===== config.mk =====
export PLATFORM = sky130hd
export DESIGN_NAME = bba_front
export DESIGN_NICKNAME = d
export VERILOG_FILES = /design/src/sv/bba_pkg.sv /design/src/sv/bba_front.sv
export SDC_FILE = /design/constraint.sdc
export NUM_CORES = 1
export LEC_CHECK = 0
export BUFFER_PORTS_ARGS = -buffer_cell sky130_fd_sc_hd__buf_2
export CORE_MARGIN = 10
export CORE_UTILIZATION = 54
export DETAILED_ROUTE_END_ITERATION = 10
export PLACE_DENSITY_LB_ADDON = 0.1
export SKIP_LAST_GASP = 1
export SYNTH_ARGS = -nofsm -noshare
export SYNTH_HDL_FRONTEND = slang
export SYNTH_SLANG_ARGS = --single-unit

===== constraint.sdc =====
create_clock -name clock -period 3 [get_ports clock]
set_input_delay 0.3 -clock clock [delete_from_list [all_inputs] [get_ports clock]]
set_output_delay 0.3 -clock clock [all_outputs]
set_load 0.03 [all_outputs]

===== src/sv/bba_pkg.sv =====
package bba_pkg;

   localparam int LVL_W  = 5;
   localparam int OFF_W  = 16;
   localparam int SIZE_W = 16;
   // block offsets travel at the widest pool size
   localparam int PTR_W  = 24;

   localparam int DEF_MAX_LEVEL    = 16;
   localparam int DEF_HEADER_BYTES = 16;

   typedef enum logic [1:0] {
      CMD_ALLOC,
      CMD_FAIL,
      CMD_RELEASE,
      CMD_IGNORE
   } cmd_kind_type;

   typedef enum logic [1:0] {
      STATUS_GRANTED  = 2'd0,
      STATUS_FAILED   = 2'd1,
      STATUS_RELEASED = 2'd2,
      STATUS_IGNORED  = 2'd3
   } status_type;

   typedef struct packed {
      cmd_kind_type       kind;
      logic [LVL_W-1:0]   level;
      logic [PTR_W-1:0]   blk;
   } cmd_type;

   typedef struct packed {
      status_type         status;
      logic [OFF_W-1:0]   offset;
      logic [LVL_W-1:0]   level;
   } rsp_type;

   typedef enum logic [2:0] {
      ST_IDLE,
      ST_SEARCH,
      ST_POP,
      ST_SPLIT,
      ST_REL_RD,
      ST_REL_CHK,
      ST_EMIT
   } back_state_type;

endpackage


===== src/sv/bba_front.sv =====
module bba_front #(
   parameter int MAX_LEVEL    = 16,
   parameter int HEADER_BYTES = 16,
   parameter int LOW_LEVEL    = 5
) (
   input  logic             clock,
   input  logic             reset,
   input  logic             req_push,
   output logic             req_full,
   input  logic             req_mode,
   input  logic [15:0]      req_request_size,
   input  logic [15:0]      req_payload_offset,
   output logic             cmd_valid,
   output bba_pkg::cmd_type cmd,
   input  logic             cmd_pop
);
   import bba_pkg::*;

   localparam logic [OFF_W-1:0] GRAN_MASK = OFF_W'((1 << LOW_LEVEL) - 1);

   logic [SIZE_W:0]   need;
   logic [SIZE_W:0]   need_m1;
   logic [LVL_W-1:0]  lv;
   logic [OFF_W-1:0]  blk16;
   logic              rel_bad;
   cmd_type           cls;

   cmd_type           q_ff [0:1];
   logic              wr_ptr_ff, rd_ptr_ff;
   logic [1:0]        count_ff;
   logic              push_ok, pop_ok;

   // ceil(log2(size + header)) by the top set bit of need - 1
   always_comb begin
      need    = {1'b0, req_request_size} + (SIZE_W+1)'(HEADER_BYTES);
      need_m1 = need - 1'b1;
      lv      = '0;
      for (int k = 0; k <= SIZE_W; k++) begin
         if (need_m1[k]) begin
            lv = LVL_W'(k + 1);
         end
      end
   end

   always_comb begin
      blk16   = req_payload_offset - OFF_W'(HEADER_BYTES);
      rel_bad = (req_payload_offset < OFF_W'(HEADER_BYTES))
             || ((blk16 >> MAX_LEVEL) != '0)
             || ((blk16 & GRAN_MASK) != '0);
   end

   always_comb begin
      cls.level = '0;
      cls.blk   = '0;
      if (!req_mode) begin
         if (req_request_size == '0 || lv > LVL_W'(MAX_LEVEL)) begin
            cls.kind = CMD_FAIL;
         end else begin
            cls.kind  = CMD_ALLOC;
            cls.level = (lv < LVL_W'(LOW_LEVEL)) ? LVL_W'(LOW_LEVEL) : lv;
         end
      end else if (rel_bad) begin
         cls.kind = CMD_IGNORE;
      end else begin
         cls.kind = CMD_RELEASE;
         cls.blk  = PTR_W'(blk16);
      end
   end

   assign req_full  = (count_ff == 2'd2);
   assign cmd_valid = (count_ff != 2'd0);
   assign cmd       = q_ff[rd_ptr_ff];
   assign push_ok   = req_push && !req_full;
   assign pop_ok    = cmd_pop && cmd_valid;

   always_ff @(posedge clock) begin
      if (push_ok) begin
         q_ff[wr_ptr_ff] <= cls;
      end
      if (reset) begin
         wr_ptr_ff <= 1'b0;
         rd_ptr_ff <= 1'b0;
         count_ff  <= 2'd0;
      end else begin
         if (push_ok) begin
            wr_ptr_ff <= ~wr_ptr_ff;
         end
         if (pop_ok) begin
            rd_ptr_ff <= ~rd_ptr_ff;
         end
         count_ff <= count_ff + {1'b0, push_ok} - {1'b0, pop_ok};
      end
   end

endmodule


==> impl_metrics.toml <==
[clock_network]
numCtsBuffers = 5
cts_root_buf = "clkbuf_8"
tritoncts = "done"
clk_pin_slew_ns = 0.08
cts_hold_buf = 0
clockBufferDepth = 2
htreeDepth = 2
clkLatencyLatePin_ns = 0.30
cts_resized = 0
cts.sinks = 51
post_cts_buffers = 0

[sta]
slew_violations = 0
setup_slack_ns = 0.574
period_share = 0.809
fin_hold_ws_ns = 0.225
setup_tns_ns = 0
clock_skew_ns = 0.00486
slew_headroom = 0.665
finalSetupViolCount = 0
max_freq_mhz = 412
tightest_slew_ns = 0.498
fin_crit_ns = 2.43
hold_viol = 0
rsz0062_at_grt = "false"

[routing]
ant_nets = 0
wl_um = 6890
remaining_drc_errors = 0
firstDrtPassIters = 6
wl_per_cell_um = 16.0
drt_iter0_markers = 130
routed_via_density = 5.74
num_vias = 2481

[cells_and_area]
stdcell_area_um2 = 3540
fillers = 460
antennaDiodeCount = 0
area_delta_synth_final_pct = 14.8
multi_input_area_um2 = 1510
drive_gt1_frac = 0.283
seqCellArea_um2 = 1480
fin_nets = 402

[placed_design]
gp_congestion = 0.885
place_ws_ns = 0.290
place_hpwl_um = 5310
place_area_um2 = 3460
port-buffer-count = 61

[logic_synthesis]
ys_seq_elements = 51
synth_edf_count = 46
yosysWarnings = 0
synthArstFlopShare = 0
syn-mean-instance-area_um2 = 10.5
netlist_area_um2 = 3090
synthFlopType = "edfxtp_1"
seq_area_frac_synth = 0.480
synth_cells = 293
synth.distinct_cells = 61

[power_and_ir_drop]
ir_drop_mv = 0.450
power_density_nw_per_um2 = 600
leakage_nw = 1.35

[worst_setup_path]
cp_max_fo = 11
crit_required_ns = 3.03
path_class = "input port to flip-flop"
critPathArrivalTime_ns = 2.45
endpoint_kind = "flip-flop"
setup.worst_path.start_class = "input port"

[floorplan]
die_h_um = 95.6
core_um2 = 5540
die_w_um = 95.6
rows = 27
ioPinCount = 70
die-area_um2 = 9140
initial_core_util = 0.557

[global_routing]
antenna_found_initial = 0
grt.overflow.total = 0
grt_pass1_wl_um = 11100
grt_usage = 0.150
grt_max_degree = 24
grt_pass1_vias = 2347

[run_status]
status = "complete, no violations"

[run]
cap_viol_max_count = 0

[hold_path]
min_path_type = "input port to flip-flop"
==> metrics by stage <==
step	utilization	power [W]	cells
4_1_cts	0.640	0.00215	432
3_3_place_gp	0.624	0.00177	424
3_5_place_dp	0.624	0.00178	424
6_report	0.640	0.00213	432
5_1_grt	0.640	0.00225	432
2_1_floorplan	-	0.00155	310
==> final timing paths <==
kind                                           from          end  slack [ns]  cells past startpoint
worst max-delay path            req_request_size[0]  q_ff[1][16]        0.57                      9
worst min-delay path                          reset    rd_ptr_ff        0.23                      2
worst max register to register          count_ff[1]  count_ff[1]        1.25                      8
worst min register to register            rd_ptr_ff    rd_ptr_ff        0.52                      2
==> logic make-up (layout without fill, tap and decap cells) <==
family / count (synthesis) / after routing / share of synthesized area
DFF: 51 / 51 / 0.480
AOI/OAI and AO/OA: 59 / 59 / 0.139
buffers and inverters: 34 / 84 / 0.0535
and+or+nand+nor: 107 / 107 / 0.182
other: 1 / 18 / 0.00121
adders and majority gates: 6 / 6 / 0.0243
xor gates and xnor gates: 10 / 10 / 0.0284
muxes: 25 / 25 / 0.0912
==> cell usage in the layout, fill, tap and decap left out, types with 2 or more instances in the layout <==
cell type  netlist  routed
buf_2            5      61
edfxtp_1        46      46
nor2_1          33      32
mux2_2          24      24
conb_1           1      18
nand2_1         14      14
a21oi_1         12      12
nor3_1          11      11
inv_1           10      10
o21ai_0         10      10
nand3_1          8       8
nor4_1           6       6
ha_1             6       6
and2_1           5       5
or3_1            5       5
xor2_1           5       5
xnor2_1          5       5
a211oi_1         5       5
dfxtp_1          5       5
clkbuf_8         0       5
buf_4            8       5
nand4_1          4       4
or4_1            4       4
and4_1           3       3
a311oi_1         3       3
o32ai_1          3       3
nand2b_1         2       2
o31ai_1          2       2
and3_1           2       2
a21boi_0         2       2
nor2b_1          2       2
o21a_1           2       2
a41oi_1          2       2
a21o_1           2       2
==> power breakdown <==
| group | internal, W | leakage, nW | switching (W) | total (W) |
|---|---|---|---|---|
| clock | 0.000164 | 0.0428 | 0.000210 | 0.000374 |
| sequential | 0.000902 | 0.481 | 0.0000313 | 0.000933 |
| combinational | 0.000289 | 0.824 | 0.000530 | 0.000820 |
==> cell usage after synthesis (2+ instances only) <==
library cell | instances | area share
xor2_1 | 5 | 0.014
nand3_1 | 8 | 0.013
mux2_2 | 24 | 0.088
o21ai_0 | 10 | 0.016
buf_2 | 5 | 0.0081
edfxtp_1 | 46 | 0.45
xnor2_1 | 5 | 0.014
o32ai_1 | 3 | 0.0085
nor3_1 | 11 | 0.018
nor2_1 | 33 | 0.040
and4_1 | 3 | 0.0085
a311oi_1 | 3 | 0.0085
and3_1 | 2 | 0.0041
buf_4 | 8 | 0.019
or3_1 | 5 | 0.010
nand2_1 | 14 | 0.017
inv_1 | 10 | 0.012
buf_1 | 2 | 0.0024
and2_1 | 5 | 0.010
o21a_1 | 2 | 0.0049
clkbuf_1 | 8 | 0.0097
or4_1 | 4 | 0.0097
a211oi_1 | 5 | 0.012
a41oi_1 | 2 | 0.0057
dfxtp_1 | 5 | 0.032
nand2b_1 | 2 | 0.0041
a21o_1 | 2 | 0.0049
ha_1 | 6 | 0.024
nor4_1 | 6 | 0.012
nor2b_1 | 2 | 0.0041
nand4_1 | 4 | 0.0081
a21oi_1 | 12 | 0.019
o31ai_1 | 2 | 0.0049
a21boi_0 | 2 | 0.0049
==> layer usage <==
layer,global-route usage,share of wire
met1,0.178,0.41
met2,0.269,0.51
met3,0.0251,0.058
met4,0.0479,0.018
met5,0,0
==> worst max-delay path: stages <==
cell and delay, ns:
buf_2 0.13, inv_1 0.11, ha_1 0.36, or3b_1 0.47, o2111ai_1 0.22, a21boi_1 0.09, o32a_1 0.33, a211oi_1 0.28
o32ai_1 0.15
==> state kept, by name, summed over array words and instances (netlist names), named ones only <==
name       cells
rd_ptr_ff      1
wr_ptr_ff      1
q_ff          46
count_ff       2
==> final cells by class <==
class,count,area share
Multi-Input combinational cell,225,0.425
Sequential cell,51,0.418
Tap cell,72,0.0254
Timing Repair Buffer,66,0.0968
Inverter,10,0.0106
Clock buffer,6,0.0205
Clock inverter,2,0.00353
Note: power is estimated with default switching activity, not from simulation.
